<file path="src/clx_pkg.sv">
// shared types and constants of the c source lexical classifier
package clx_pkg;

    // run lengths up to the largest word buffer plus one
    localparam int RUN_CNT_W = 7;

    // style codes of the result channel
    localparam logic [2:0] ST_NORMAL  = 3'd0;
    localparam logic [2:0] ST_KEYWORD = 3'd1;
    localparam logic [2:0] ST_STRING  = 3'd2;
    localparam logic [2:0] ST_COMMENT = 3'd3;
    localparam logic [2:0] ST_NUMBER  = 3'd4;

    typedef struct packed {
        logic [7:0] char_code;
        logic       line_end;
    } clx_in_t;

    typedef struct packed {
        logic [2:0] style_code;
        logic       last_of_line;
    } clx_out_t;

    // results of one input byte: a run of equal styles, then up to two singles
    typedef struct packed {
        logic [RUN_CNT_W-1:0] run_cnt;
        logic [2:0]           run_style;
        logic [1:0]           single_cnt;
        logic [2:0]           single0;
        logic [2:0]           single1;
        logic                 line_last;
    } clx_desc_t;

endpackage

</file>
<file path="src/clx_front.sv">
// front end: lexer state machine that turns each byte into a result descriptor
module clx_front #(
    parameter int WORD_BUFFER_LEN = 8
) (
    input  logic                clk,
    input  logic                rst_n,
    input  logic                accept,
    input  clx_pkg::clx_in_t    in_data,
    output logic                push,
    output clx_pkg::clx_desc_t  desc
);
    import clx_pkg::*;

    localparam int LW = $clog2(WORD_BUFFER_LEN + 1);
    localparam int KW_COUNT = 35;

    localparam logic [2:0] MODE_NORMAL = 3'd0;
    localparam logic [2:0] MODE_LINE   = 3'd1;
    localparam logic [2:0] MODE_BLOCK  = 3'd2;
    localparam logic [2:0] MODE_DQ     = 3'd3;
    localparam logic [2:0] MODE_SQ     = 3'd4;
    localparam logic [2:0] MODE_NUMBER = 3'd5;
    localparam logic [2:0] MODE_IDENT  = 3'd6;

    localparam logic [7:0] CH_SLASH  = 8'h2F;
    localparam logic [7:0] CH_DOT    = 8'h2E;
    localparam logic [7:0] CH_DQUOTE = 8'h22;
    localparam logic [7:0] CH_SQUOTE = 8'h27;
    localparam logic [7:0] CH_BSLASH = 8'h5C;
    localparam logic [7:0] CH_STAR   = 8'h2A;
    localparam logic [7:0] CH_UNDER  = 8'h5F;

    // keyword text, last character in the low byte
    localparam logic [63:0] KW_TEXT [KW_COUNT] = '{
        64'("auto"), 64'("break"), 64'("case"), 64'("char"), 64'("const"),
        64'("continue"), 64'("default"), 64'("do"), 64'("double"), 64'("else"),
        64'("enum"), 64'("extern"), 64'("float"), 64'("for"), 64'("goto"),
        64'("if"), 64'("int"), 64'("long"), 64'("register"), 64'("return"),
        64'("short"), 64'("signed"), 64'("sizeof"), 64'("static"),
        64'("struct"), 64'("switch"), 64'("typedef"), 64'("union"),
        64'("unsigned"), 64'("void"), 64'("volatile"), 64'("while"),
        64'("bool"), 64'("true"), 64'("false")
    };
    localparam logic [3:0] KW_LEN [KW_COUNT] = '{
        4'd4, 4'd5, 4'd4, 4'd4, 4'd5, 4'd8, 4'd7, 4'd2, 4'd6, 4'd4,
        4'd4, 4'd6, 4'd5, 4'd3, 4'd4, 4'd2, 4'd3, 4'd4, 4'd8, 4'd6,
        4'd5, 4'd6, 4'd6, 4'd6, 4'd6, 4'd6, 4'd7, 4'd5, 4'd8, 4'd4,
        4'd8, 4'd5, 4'd4, 4'd4, 4'd5
    };

    function automatic logic [7:0] kw_byte(input int k, input logic [2:0] p);
        logic [3:0] idx;
        idx = KW_LEN[k] - 4'd1 - {1'b0, p};
        return KW_TEXT[k][{idx[2:0], 3'b000} +: 8];
    endfunction

    function automatic logic is_kw(input logic [KW_COUNT-1:0] mask,
                                   input logic [LW-1:0] len);
        logic hit;
        hit = 1'b0;
        for (int k = 0; k < KW_COUNT; k++)
        begin
            if (mask[k] && (len == LW'(KW_LEN[k])))
            begin
                hit = 1'b1;
            end
        end
        return hit;
    endfunction

    logic [2:0]          mode_reg, mode_next;
    logic                held_v_reg, held_v_next;
    logic                held_slash_reg, held_slash_next;
    logic [LW-1:0]       len_reg, len_next;
    logic                long_reg, long_next;
    logic                bs_reg, bs_next;
    logic                star_reg, star_next;
    logic [KW_COUNT-1:0] mask_reg, mask_next;

    logic [7:0]          c;
    logic                is_digit, is_alpha, is_word, is_num;
    logic [LW-1:0]       pos;
    logic [KW_COUNT-1:0] step_match;
    logic [7:0]          quote;
    logic                do_fresh;
    logic [2:0]          flush_style;
    logic [2:0]          push_style;
    logic                push_single;
    logic [RUN_CNT_W-1:0] run_cnt;
    logic [2:0]          run_style;
    logic [1:0]          nsing;
    logic [2:0]          sing0, sing1;

    assign c        = in_data.char_code;
    assign is_digit = (c >= 8'h30) && (c <= 8'h39);
    assign is_alpha = ((c >= 8'h61) && (c <= 8'h7A)) || ((c >= 8'h41) && (c <= 8'h5A));
    assign is_word  = is_alpha || is_digit || (c == CH_UNDER);
    assign is_num   = is_digit || (c == CH_DOT) || (c == 8'h65) || (c == 8'h45) ||
                      (c == 8'h78) || (c == 8'h58) || (c == 8'h66) || (c == 8'h46) ||
                      (c == 8'h6C) || (c == 8'h4C) || (c == 8'h75) || (c == 8'h55);

    // position of this byte within the identifier
    assign pos = (mode_reg == MODE_IDENT) ? len_reg : '0;

    always_comb
    begin
        for (int k = 0; k < KW_COUNT; k++)
        begin
            step_match[k] = (pos < LW'(KW_LEN[k])) && (kw_byte(k, pos[2:0]) == c);
        end
    end

    always_comb
    begin
        mode_next       = mode_reg;
        held_v_next     = held_v_reg;
        held_slash_next = held_slash_reg;
        len_next        = len_reg;
        long_next       = long_reg;
        bs_next         = bs_reg;
        star_next       = star_reg;
        mask_next       = mask_reg;
        run_cnt         = '0;
        run_style       = ST_NORMAL;
        nsing           = 2'd0;
        sing0           = ST_NORMAL;
        sing1           = ST_NORMAL;
        do_fresh        = 1'b0;
        quote           = (mode_reg == MODE_DQ) ? CH_DQUOTE : CH_SQUOTE;
        flush_style     = ST_NORMAL;
        push_style      = ST_NORMAL;
        push_single     = 1'b0;

        case (mode_reg)
            MODE_LINE:
            begin
                sing0 = ST_COMMENT;
                nsing = 2'd1;
            end
            MODE_BLOCK:
            begin
                sing0 = ST_COMMENT;
                nsing = 2'd1;
                if ((c == CH_SLASH) && star_reg)
                begin
                    mode_next = MODE_NORMAL;
                    star_next = 1'b0;
                end
                else
                begin
                    star_next = (c == CH_STAR);
                end
            end
            MODE_DQ, MODE_SQ:
            begin
                sing0 = ST_STRING;
                nsing = 2'd1;
                if ((c == quote) && !bs_reg)
                begin
                    mode_next = MODE_NORMAL;
                    bs_next   = 1'b0;
                end
                else
                begin
                    bs_next = (c == CH_BSLASH);
                end
            end
            MODE_NUMBER:
            begin
                if (is_num)
                begin
                    sing0 = ST_NUMBER;
                    nsing = 2'd1;
                end
                else
                begin
                    mode_next = MODE_NORMAL;
                    do_fresh  = 1'b1;
                end
            end
            MODE_IDENT:
            begin
                if (is_word)
                begin
                    if (long_reg)
                    begin
                        sing0 = ST_NORMAL;
                        nsing = 2'd1;
                    end
                    else if (len_reg < LW'(WORD_BUFFER_LEN))
                    begin
                        mask_next = mask_reg & step_match;
                        len_next  = len_reg + LW'(1);
                    end
                    else
                    begin
                        // word outgrew the buffer: release it all as normal
                        run_cnt   = RUN_CNT_W'(len_reg) + RUN_CNT_W'(1);
                        run_style = ST_NORMAL;
                        long_next = 1'b1;
                    end
                end
                else
                begin
                    if (!long_reg)
                    begin
                        run_cnt   = RUN_CNT_W'(len_reg);
                        run_style = is_kw(mask_reg, len_reg) ? ST_KEYWORD : ST_NORMAL;
                    end
                    len_next  = '0;
                    long_next = 1'b0;
                    mode_next = MODE_NORMAL;
                    do_fresh  = 1'b1;
                end
            end
            default:
            begin
                mode_next = MODE_NORMAL;
                if (held_v_reg)
                begin
                    held_v_next = 1'b0;
                    if (held_slash_reg && (c == CH_SLASH))
                    begin
                        sing0     = ST_COMMENT;
                        sing1     = ST_COMMENT;
                        nsing     = 2'd2;
                        mode_next = MODE_LINE;
                    end
                    else if (held_slash_reg && (c == CH_STAR))
                    begin
                        sing0     = ST_COMMENT;
                        sing1     = ST_COMMENT;
                        nsing     = 2'd2;
                        mode_next = MODE_BLOCK;
                        star_next = 1'b0;
                    end
                    else if (!held_slash_reg && is_digit)
                    begin
                        sing0     = ST_NUMBER;
                        sing1     = ST_NUMBER;
                        nsing     = 2'd2;
                        mode_next = MODE_NUMBER;
                    end
                    else
                    begin
                        sing0    = ST_NORMAL;
                        nsing    = 2'd1;
                        do_fresh = 1'b1;
                    end
                end
                else
                begin
                    do_fresh = 1'b1;
                end
            end
        endcase

        // byte seen in normal mode with nothing held
        if (do_fresh)
        begin
            if ((c == CH_SLASH) || (c == CH_DOT))
            begin
                held_v_next     = 1'b1;
                held_slash_next = (c == CH_SLASH);
            end
            else if (c == CH_DQUOTE)
            begin
                push_single = 1'b1;
                push_style  = ST_STRING;
                mode_next   = MODE_DQ;
                bs_next     = 1'b0;
            end
            else if (c == CH_SQUOTE)
            begin
                push_single = 1'b1;
                push_style  = ST_STRING;
                mode_next   = MODE_SQ;
                bs_next     = 1'b0;
            end
            else if (is_digit)
            begin
                push_single = 1'b1;
                push_style  = ST_NUMBER;
                mode_next   = MODE_NUMBER;
            end
            else if (is_alpha || (c == CH_UNDER))
            begin
                mask_next = step_match;
                len_next  = LW'(1);
                long_next = 1'b0;
                mode_next = MODE_IDENT;
            end
            else
            begin
                push_single = 1'b1;
                push_style  = ST_NORMAL;
            end
        end
        if (push_single)
        begin
            if (nsing == 2'd0)
            begin
                sing0 = push_style;
            end
            else
            begin
                sing1 = push_style;
            end
            nsing = nsing + 2'd1;
        end

        // line end: release a held byte and any pending word, then start fresh
        if (in_data.line_end)
        begin
            if (held_v_next)
            begin
                if (nsing == 2'd0)
                begin
                    sing0 = ST_NORMAL;
                end
                else
                begin
                    sing1 = ST_NORMAL;
                end
                nsing = nsing + 2'd1;
            end
            if ((mode_next == MODE_IDENT) && !long_next)
            begin
                flush_style = is_kw(mask_next, len_next) ? ST_KEYWORD : ST_NORMAL;
                if ((nsing == 2'd0) && (run_cnt == '0))
                begin
                    run_cnt   = RUN_CNT_W'(len_next);
                    run_style = flush_style;
                end
                else
                begin
                    // a one-letter word started by this byte
                    if (nsing == 2'd0)
                    begin
                        sing0 = flush_style;
                    end
                    else
                    begin
                        sing1 = flush_style;
                    end
                    nsing = nsing + 2'd1;
                end
            end
            mode_next   = MODE_NORMAL;
            held_v_next = 1'b0;
            len_next    = '0;
            long_next   = 1'b0;
            bs_next     = 1'b0;
            star_next   = 1'b0;
        end
    end

    assign desc.run_cnt    = run_cnt;
    assign desc.run_style  = run_style;
    assign desc.single_cnt = nsing;
    assign desc.single0    = sing0;
    assign desc.single1    = sing1;
    assign desc.line_last  = in_data.line_end;
    assign push = accept && ((run_cnt != '0) || (nsing != 2'd0));

    always_ff @(posedge clk or negedge rst_n)
    begin
        if (!rst_n)
        begin
            mode_reg       <= MODE_NORMAL;
            held_v_reg     <= 1'b0;
            held_slash_reg <= 1'b0;
            len_reg        <= '0;
            long_reg       <= 1'b0;
            bs_reg         <= 1'b0;
            star_reg       <= 1'b0;
        end
        else if (accept)
        begin
            mode_reg       <= mode_next;
            held_v_reg     <= held_v_next;
            held_slash_reg <= held_slash_next;
            len_reg        <= len_next;
            long_reg       <= long_next;
            bs_reg         <= bs_next;
            star_reg       <= star_next;
        end
    end

    always_ff @(posedge clk)
    begin
        if (accept)
        begin
            mask_reg <= mask_next;
        end
    end

endmodule

</file>
<file path="src/clx_queue.sv">
// small descriptor queue between lexer front end and result expander
module clx_queue #(
    parameter int DEPTH = 4
) (
    input  logic                clk,
    input  logic                rst_n,
    input  logic                push,
    input  clx_pkg::clx_desc_t  push_data,
    output logic                full,
    input  logic                pop,
    output logic                nonempty,
    output clx_pkg::clx_desc_t  head
);
    import clx_pkg::*;

    localparam int PW = $clog2(DEPTH);
    localparam int CW = $clog2(DEPTH + 1);

    clx_desc_t     mem_reg [DEPTH];
    logic [PW-1:0] wr_ptr_reg, wr_ptr_next;
    logic [PW-1:0] rd_ptr_reg, rd_ptr_next;
    logic [CW-1:0] count_reg, count_next;

    assign full     = (count_reg == CW'(DEPTH));
    assign nonempty = (count_reg != '0);
    assign head     = mem_reg[rd_ptr_reg];

    always_comb
    begin
        wr_ptr_next = wr_ptr_reg;
        rd_ptr_next = rd_ptr_reg;
        count_next  = count_reg;
        if (push)
        begin
            wr_ptr_next = (wr_ptr_reg == PW'(DEPTH - 1)) ? '0 : wr_ptr_reg + PW'(1);
        end
        if (pop)
        begin
            rd_ptr_next = (rd_ptr_reg == PW'(DEPTH - 1)) ? '0 : rd_ptr_reg + PW'(1);
        end
        if (push && !pop)
        begin
            count_next = count_reg + CW'(1);
        end
        else if (pop && !push)
        begin
            count_next = count_reg - CW'(1);
        end
    end

    always_ff @(posedge clk or negedge rst_n)
    begin
        if (!rst_n)
        begin
            wr_ptr_reg <= '0;
            rd_ptr_reg <= '0;
            count_reg  <= '0;
        end
        else
        begin
            wr_ptr_reg <= wr_ptr_next;
            rd_ptr_reg <= rd_ptr_next;
            count_reg  <= count_next;
        end
    end

    always_ff @(posedge clk)
    begin
        if (push)
        begin
            mem_reg[wr_ptr_reg] <= push_data;
        end
    end

endmodule

</file>
<file path="src/clx_back.sv">
// back end: expands queued descriptors into one style result per cycle unless stalled
module clx_back (
    input  logic                clk,
    input  logic                rst_n,
    input  logic                head_valid,
    input  clx_pkg::clx_desc_t  head,
    output logic                pop,
    output logic                out_valid,
    input  logic                out_stall,
    output clx_pkg::clx_out_t   out_data
);
    import clx_pkg::*;

    logic [RUN_CNT_W-1:0] pos_reg, pos_next;
    logic [RUN_CNT_W-1:0] last_idx;
    logic [RUN_CNT_W-1:0] single_idx;
    logic                 out_valid_reg, out_valid_next;
    clx_out_t             out_reg;
    clx_out_t             item;
    logic                 emit;
    logic                 final_item;

    assign emit       = head_valid && (!out_valid_reg || !out_stall);
    assign last_idx   = head.run_cnt + RUN_CNT_W'(head.single_cnt) - RUN_CNT_W'(1);
    assign final_item = (pos_reg == last_idx);
    assign single_idx = pos_reg - head.run_cnt;
    assign pop        = emit && final_item;

    always_comb
    begin
        if (pos_reg < head.run_cnt)
        begin
            item.style_code = head.run_style;
        end
        else if (single_idx == '0)
        begin
            item.style_code = head.single0;
        end
        else
        begin
            item.style_code = head.single1;
        end
        item.last_of_line = head.line_last && final_item;

        pos_next = pos_reg;
        if (emit)
        begin
            pos_next = final_item ? '0 : pos_reg + RUN_CNT_W'(1);
        end

        if (emit)
        begin
            out_valid_next = 1'b1;
        end
        else if (out_stall)
        begin
            out_valid_next = out_valid_reg;
        end
        else
        begin
            out_valid_next = 1'b0;
        end
    end

    always_ff @(posedge clk or negedge rst_n)
    begin
        if (!rst_n)
        begin
            pos_reg       <= '0;
            out_valid_reg <= 1'b0;
        end
        else
        begin
            pos_reg       <= pos_next;
            out_valid_reg <= out_valid_next;
        end
    end

    always_ff @(posedge clk)
    begin
        if (emit)
        begin
            out_reg <= item;
        end
    end

    assign out_valid = out_valid_reg;
    assign out_data  = out_reg;

endmodule

</file>
<file path="src/c_source_lexical_classifier_top.sv">
// top level of the c source lexical classifier
//
// char channel: one source byte per transaction, with line_end set on the
// last byte of each line; every line is lexed from a fresh state
// style channel: one style code per source byte, in byte order, with
// last_of_line set on the final result of a line
// a slash or dot waits for one byte of lookahead, and identifiers wait until
// they end, so results may trail their bytes; an identifier that ends a line
// comes out together with that line's last byte
// throughput: one byte accepted per cycle while the descriptor queue has room;
// results leave the expander at one per cycle while the receiver does not stall,
// so the n results of a closing identifier form a burst that the queue absorbs
// a result whose byte needs no lookahead is written into the queue at the byte's
// transaction and then registered in the output register
// reset clears the lexer mode and flags, the queue and the output valid flag
// when the receiver stalls, the output register holds its result, the queue
// fills, and char_stall rises once the queue is full
module c_source_lexical_classifier_top #(
    parameter int WORD_BUFFER_LEN = 8,
    parameter int QUEUE_DEPTH     = 4
) (
    input  logic               clk,
    input  logic               rst_n,
    input  logic               char_valid,
    output logic               char_stall,
    input  clx_pkg::clx_in_t   char_data,
    output logic               style_valid,
    input  logic               style_stall,
    output clx_pkg::clx_out_t  style_data
);
    import clx_pkg::*;

    logic      accept;
    logic      push;
    logic      q_full;
    logic      q_nonempty;
    logic      pop;
    clx_desc_t desc;
    clx_desc_t head;

    // a byte is taken whenever the queue can hold its descriptor
    assign char_stall = q_full;
    assign accept     = char_valid && !q_full;

    // lexer state and per-byte result descriptor
    clx_front #(
        .WORD_BUFFER_LEN(WORD_BUFFER_LEN)
    ) u_front (
        .clk     (clk),
        .rst_n   (rst_n),
        .accept  (accept),
        .in_data (char_data),
        .push    (push),
        .desc    (desc)
    );

    // decouples byte intake from result bursts
    clx_queue #(
        .DEPTH(QUEUE_DEPTH)
    ) u_queue (
        .clk       (clk),
        .rst_n     (rst_n),
        .push      (push),
        .push_data (desc),
        .full      (q_full),
        .pop       (pop),
        .nonempty  (q_nonempty),
        .head      (head)
    );

    // one result per cycle into the output register unless the receiver stalls
    clx_back u_back (
        .clk        (clk),
        .rst_n      (rst_n),
        .head_valid (q_nonempty),
        .head       (head),
        .pop        (pop),
        .out_valid  (style_valid),
        .out_stall  (style_stall),
        .out_data   (style_data)
    );

endmodule

</file>
<file path="config.mk">
export PLATFORM = sky130hd
export DESIGN_NAME = c_source_lexical_classifier_top
export DESIGN_NICKNAME = d
export VERILOG_FILES = /design/src/clx_pkg.sv /design/src/clx_front.sv /design/src/clx_queue.sv /design/src/clx_back.sv /design/src/c_source_lexical_classifier_top.sv
export SDC_FILE = /design/constraint.sdc
export NUM_CORES = 1
export LEC_CHECK = 0
export ABC_CLOCK_PERIOD_IN_PS = 16350
export CORE_ASPECT_RATIO = 1.25
export CORE_MARGIN = 8
export CORE_UTILIZATION = 40
export DETAILED_ROUTE_END_ITERATION = 8
export DONT_BUFFER_PORTS = 1
export HOLD_SLACK_MARGIN = 0.02
export PLACE_DENSITY = 0.54
export SETUP_SLACK_MARGIN = 0.2
export SYNTH_ARGS = -nofsm -noshare
export SYNTH_HDL_FRONTEND = slang
export SYNTH_SLANG_ARGS = --single-unit
</file>
<file path="constraint.sdc">
create_clock -name clk -period 16.35 [get_ports clk]
set_clock_uncertainty 0.2 [all_clocks]
set_input_delay 3.27 -clock clk [delete_from_list [all_inputs] [get_ports clk]]
set_output_delay 3.27 -clock clk [all_outputs]
set_load 0.01 [all_outputs]
</file>
### After elaboration in Yosys (flattened, before gate mapping)

Memory sizes are Yosys's and may differ from the RTL's.
Index checks and enable logic that the tools add are counted.

| storage, ports and cells | value |
|---|---|
| register bits after elaboration | 66 |
| bits in latches | 0 |
| RAM bits | 76 |
| ROM bits | 0 |
| input bits | 13 |
| output and inout bits | 6 |
| word-level logic and storage cells | 558 |
| memories | 1 |

Memories:

| memory | depth | width | rd ports | clocked after Yosys merged registers in | wr ports | RTL line | text |
|---|---|---|---|---|---|---|---|
| u_queue.mem_reg | 4 | 19 | 1 | 0 | 1 | clx_queue.sv:19 | `clx_desc_t mem_reg [DEPTH];` |

| operators by class | value |
|---|---|
| $add $sub $neg | 20 |
| multiply operators | 0 |
| div/mod/pow operators | 0 |
| magnitude comparators | 15 |
| eq/ne operators | 81 |
| shift operators | 35 |
| muxes and demuxes | 224 |
| bitwise gates (word level) | 1 |
| reductions and logical operators | 166 |

Operators with widths:

| operator | number |
|---|---|
| 64-bit by 7-bit variable part select with 8-bit output, first input constant | 35 |
| 35-bit 2-to-1 mux | 10 |
| 8-bit == test | 36 |
| 3-bit 2-to-1 mux | 53 |
| 1-bit logical AND | 122 |
| 1-bit 2-to-1 mux | 122 |
| 8-bit by 7-bit == test with 1-bit output, second input constant | 12 |
| 7-bit 2-to-1 mux | 8 |
| 4-bit 2-to-1 mux | 13 |
| 8-bit by 6-bit == test with 1-bit output, second input constant | 5 |
| 35-bit bitwise AND | 1 |
| 4-bit by 3-bit == test with 1-bit output, second input constant | 8 |
| 2-bit 2-to-1 mux | 13 |
| 1-bit logical OR | 18 |
| 4-bit by 2-bit == test with 1-bit output, second input constant | 4 |
| 8-bit by 7-bit >= comparator with 1-bit output, second input constant | 2 |
| 8-bit by 7-bit less-or-equal comparator with 1-bit output, second input constant | 2 |
| 4-bit by 3-bit < comparator with 1-bit output, second input constant | 4 |
| 3-bit == test, second input constant | 5 |
| 3-bit case mux with 5 select lines | 1 |
| 7-bit logical NOT | 2 |
| 3-bit case mux with 4 select lines | 1 |
| 3-bit subtractor, first input constant | 4 |
| 2-bit by 1-bit adder with 2-bit output, second input constant | 5 |
| 36 further kinds | 56 |

### Depth between registers and ports, before layout

| logic depth | value |
|---|---|
| depth after elaboration | 60 |
| mapped depth | 24 |
| mapped depth without buffers | 22 |

### Hierarchy

A second synthesis with hierarchy kept.

| second synthesis, totals | value |
|---|---|
| cell total of the unflattened synthesis | 1241 |
| area total of the unflattened synthesis | 11502.3 um^2 |

Modules (own cells, without submodules):

| module | times used | cells each | area an instance (um^2) | sequential area each (um^2) |
|---|---|---|---|---|
| clx_front | 1 | 954 | 7070.5 | 1351.3 |
| clx_queue | 1 | 136 | 3159.3 | 2457.4 |
| clx_back | 1 | 150 | 1258.7 | 320.3 |
| c_source_lexical_classifier_top | 1 | 1 | 13.8 | 0.0 |

### Least setup slack after synthesis

No wires, ideal clock.

| path | value |
|---|---|
| kind | input port to flip-flop |
| start point | input char_data[5] (netlist name) |
| end point | register u_queue.count_reg[1] |
| setup time | 0.125 ns |
| arrival time | 7.800 ns |
| data required time | 16.025 ns |
| setup slack | 8.226 ns |
| stages | 21 |
| buffers on the path | 1 |
| path through | buf_2 > nor4b_4 > nand4_1 > nand4_2 > nor3_1 > or3_1 > ha_1 > o2111a_1 > nor2_1 > ha_1 > a21oi_1 > ha_1 > nor2b_1 > nand3_2 > o2bb2ai_1 > or4_1 > o41a_4 > ha_1 > inv_1 > fa_1 > mux2_2 |

RTL lines:

| item | RTL line | text |
|---|---|---|
| from (decl) | c_source_lexical_classifier_top.sv:26 | `input clx_pkg::clx_in_t char_data,` |
| to (signal assigned) | clx_queue.sv:63 | `count_reg <= count_next;` |
| to (decl) | clx_queue.sv:22 | `logic [CW-1:0] count_reg, count_next;` |

==> metrics.md <==
| Metric | Value |
|---|---|
| Share of layout cells above drive strength 1 | `a little over 9%` |
| Fin. Hold Viols | `0` |
| Distinct cells, synth | `89` |
| DRC Markers | `0` |
| Clock net sink count | `126` |
| Gpl congestion | `between 0.9 and 1` |
| Leak | `roughly 3.8 nW` |
| Setup TNS | `0 ns` |
| Syn-to-layout area delta | `7.03%` |
| Crit Path Category | `in2reg` |
| Number of CTS-inserted buffers | `17` |
| CTS tree | `done` |
| Fin. max-slew vios | `0` |
| Power Total | `1.51 mW` |
| Core area | `approximately 26,000 µm²` |
| First-pass GRT wire length | `50.3 mm` |
| Antenna diode count | `0` |
| Top cell type's share of synthesized area | `28.3%` |
| Post-CTS resize count | `0` |
| EDFF count, synth | `99` |
| Post-Synthesis Cells | `1,160` |
| Initial antenna violation count | `0` |
| CTS Hold Bufs | `0` |
| Grt ovf | `0` |
| Switching fraction of total power | `37.3%` |
| Status | `complete, no violations` |
| Sequential share of power | `35.2%` |
| Fmax | `between 100 and 150 MHz` |
| Synth top cells by count | `101 x nor2_1, 99 x edfxtp_1, 81 x a21oi_1` |
| DR pass1 iterations | `6` |
| Async SR Flop Fraction | `21.4%` |
| Power Internal | `944 µW` |
| WL final | `32.1 mm` |
| Final Instance Area | `11,200 µm²` |
| Synthesized Nets | `approximately 1,200` |
| Pwr/cell area | `134 nW/µm²` |
| IO buf count | `0` |
| Max FFs per register | `60` |
| Post-CTS Setup Inserts | `0` |
| Wire length per cell | `approximately 22 µm` |
| Dominant cells by area after synthesis | `edfxtp_1 28%, xnor2_1 6.5%, dfrtp_1 6.4%` |
| Cell taking the most area after synthesis | `edfxtp_1` |
| Overall global routing resource usage | `20.3%` |
| Max VDD drop | `67.2 µV` |
| Die area | `31,700 µm²` |
| Most Frequent Cell on Critical Path | `ha_1` |
| Worst setup margin | `8.00 ns` |
| Post-synthesis sequential area ratio | `34.8%` |
| Die Width | `roughly 160 µm` |
| Latest clock arrival within the worst-skew pair | `around 0.42 ns` |
| Vias | `8,856` |
| CTS clk-pin slew, worst paths | `0.06 ns` |
| Worst min path class | `reg2reg` |
| Pre-CTS WS | `7.57 ns` |
| CP required | `about 16 ns` |
| Vias in the first global route | `8,614` |
| Gate power share | `40.1%` |
| CP endpoint kind | `register` |
| Highest net fanout along the worst path | `13` |
| Final core occ | `43.3%` |
| Syn avg cell area | `9.04 µm²` |
| Initial core utilization | `40.4%` |
| Starting DRT DRC Count | `775` |
| H-Tree Depth | `4` |
| Dpl hpwl | `22.7 mm` |
| Die Span Y | `197 µm` |
| Ports | `19` |
| DRT antenna net count | `0` |
| Final std cells w/o fill | `1,453` |
| WP data arrival | `8.45 ns` |
| Worst path max stage delay | `0.55 ns` |
| Nets | `1,162` |
| Period utilisation layout | `just over 50%` |
| Rows | `66` |
| Root Driver | `clkbuf_16` |
| Final hold slack | `0.294 ns` |
| Crit path launch type | `input pin` |
| Number of max-cap violations | `0` |
| Syn. warnings | `0` |
| Vias per cell | `6.09` |
| Mapped cell area | `10,500 µm²` |
| Final Setup Violations | `0` |
| Primary FF master, synth | `edfxtp_1` |
| Area after DPL | `10,600 µm²` |
| Register bit count reported by yosys | `~130` |
| Top-count cell post-synth | `nor2_1` |
| Placed insts | `1,421` |
| RSZ-0062 raised after global routing | `no` |
| Largest net degree at the start of global routing | `60` |
| CP max-delay cell | `or4_1` |
| Worst-path cell chain | `nor3b_2 > nand3_1 > o21ai_2 > a21oi_1 > or3_1 > ha_1 > o2111a_1 > nor2_1 > ha_1 > a21oi_1 > ha_1 > nor2b_1 > nand3_2 > o2bb2ai_1 > or4_1 > o41a_4 > ha_1 > inv_1 > fa_1 > mux2_2` |
| Clock Path Buffers | `2` |
| Slew HR | `approximately a quarter` |
| Clk pwr share | `24.7%` |
| Measured slew at the worst slew-check pin | `1.12 ns` |
| Minimum clock period | `8.35 ns` |
| Switching power | `between 500 and 600 µW` |
==> power by group through the flow <==
stage / Sequential (mW) / Combinational, mW / Clock, mW
after floorplan: 0.508 / 0.496 / 0
after global placement: 0.535 / 0.599 / 0
after detailed placement: 0.537 / 0.608 / 0
after CTS: 0.531 / 0.611 / 0.381
after global routing: 0.542 / 0.683 / 0.395
final: 0.531 / 0.604 / 0.372
==> layout make-up <==
| cell class | instances | area, µm² |
|---|---|---|
| clock buffer | 18 | 439 |
| inverter | 43 | 161 |
| multi-input combinational | 897 | 6290 |
| fill | 2571 | 14700 |
| clock inverter | 14 | 148 |
| timing repair buffer | 15 | 113 |
| tap | 340 | 425 |
| sequential | 126 | 3650 |
==> per-layer routing <==
metal	GRT usage (%)	share of wire [%]	vias up	wire length [µm]
met2	33.9	48	268	15500
met1	24.1	41	4304	13200
met3	2.81	3.9	80	1250
li1	-	-	4204	-
met4	13.6	6.4	0	2050
met5	0	0	-	0
==> worst max-delay path: cells and delay by family <==
| kind | cells | cell delay [ns] |
|---|---|---|
| AOI/OAI and AO/OA | 6 | 1.38 |
| adders and majority gates | 5 | 1.47 |
| buffers and inverters | 1 | 0.08 |
| muxes | 1 | 0.26 |
| and+or+nand+nor | 7 | 1.98 |
==> cell families (layout without fill, tap and decap cells) <==
group | after synthesis | after routing | synth area share [%]
XOR/XNOR | 103 | 103 | 8.60
adder cells (fa/ha/maj) | 49 | 49 | 6.06
flip-flops | 126 | 126 | 34.8
AND/OR/NAND/NOR | 399 | 399 | 19.6
AO/OA/AOI/OAI | 307 | 307 | 19.9
multiplexers | 39 | 39 | 5.68
buffers and inverters | 137 | 90 | 5.38
==> worst paths after layout <==
kind / cells after the start / endpoint / slack, ns / start
worst max-delay path: 20 / u_queue.count_reg[1]$_DFFE_PN0P_ / 8.00 / char_data[7]
worst min-delay path: 1 / u_queue.count_reg[2]$_DFFE_PN0P_ / 0.29 / u_queue.count_reg[2]$_DFFE_PN0P_
worst max register to register: 13 / u_queue.mem_reg[0][4]$_DFFE_PP_ / 10.00 / u_front.mode_reg[1]$_DFFE_PN0P_
worst min register to register: 1 / u_queue.count_reg[2]$_DFFE_PN0P_ / 0.29 / u_queue.count_reg[2]$_DFFE_PN0P_
max in group asynchronous: 0 / u_queue.rd_ptr_reg[1]$_DFFE_PN0P_ / 13.52 / rst_n
min in group asynchronous: 0 / u_front.mode_reg[1]$_DFFE_PN0P_ / 2.34 / rst_n
==> layout by cell type, fill, tap and decap left out, types with 6 or more instances in the layout <==
| cell | instances |
|---|---|
| a211o_1 | 7 |
| a211oi_1 | 7 |
| a21o_1 | 6 |
| a21oi_1 | 81 |
| a22oi_1 | 11 |
| a31oi_1 | 14 |
| and2_1 | 11 |
| and3_1 | 8 |
| buf_4 | 15 |
| clkbuf_16 | 17 |
| dfrtp_1 | 27 |
| edfxtp_1 | 99 |
| ha_1 | 46 |
| inv_1 | 40 |
| mux2_2 | 6 |
| mux2i_1 | 16 |
| mux4_2 | 15 |
| nand2_1 | 79 |
| nand2b_1 | 13 |
| nand3_1 | 42 |
| nand4_1 | 28 |
| nand4b_1 | 6 |
| nor2_1 | 100 |
| nor2b_1 | 9 |
| nor3_1 | 40 |
| nor3b_1 | 7 |
| nor4_1 | 21 |
| o21a_1 | 14 |
| o21ai_0 | 56 |
| o21ai_1 | 7 |
| o22a_1 | 11 |
| o22ai_1 | 15 |
| o31ai_1 | 11 |
| or4_1 | 6 |
| xnor2_1 | 78 |
| xor2_1 | 25 |
No activity file was read; power rests on OpenSTA's default activity.
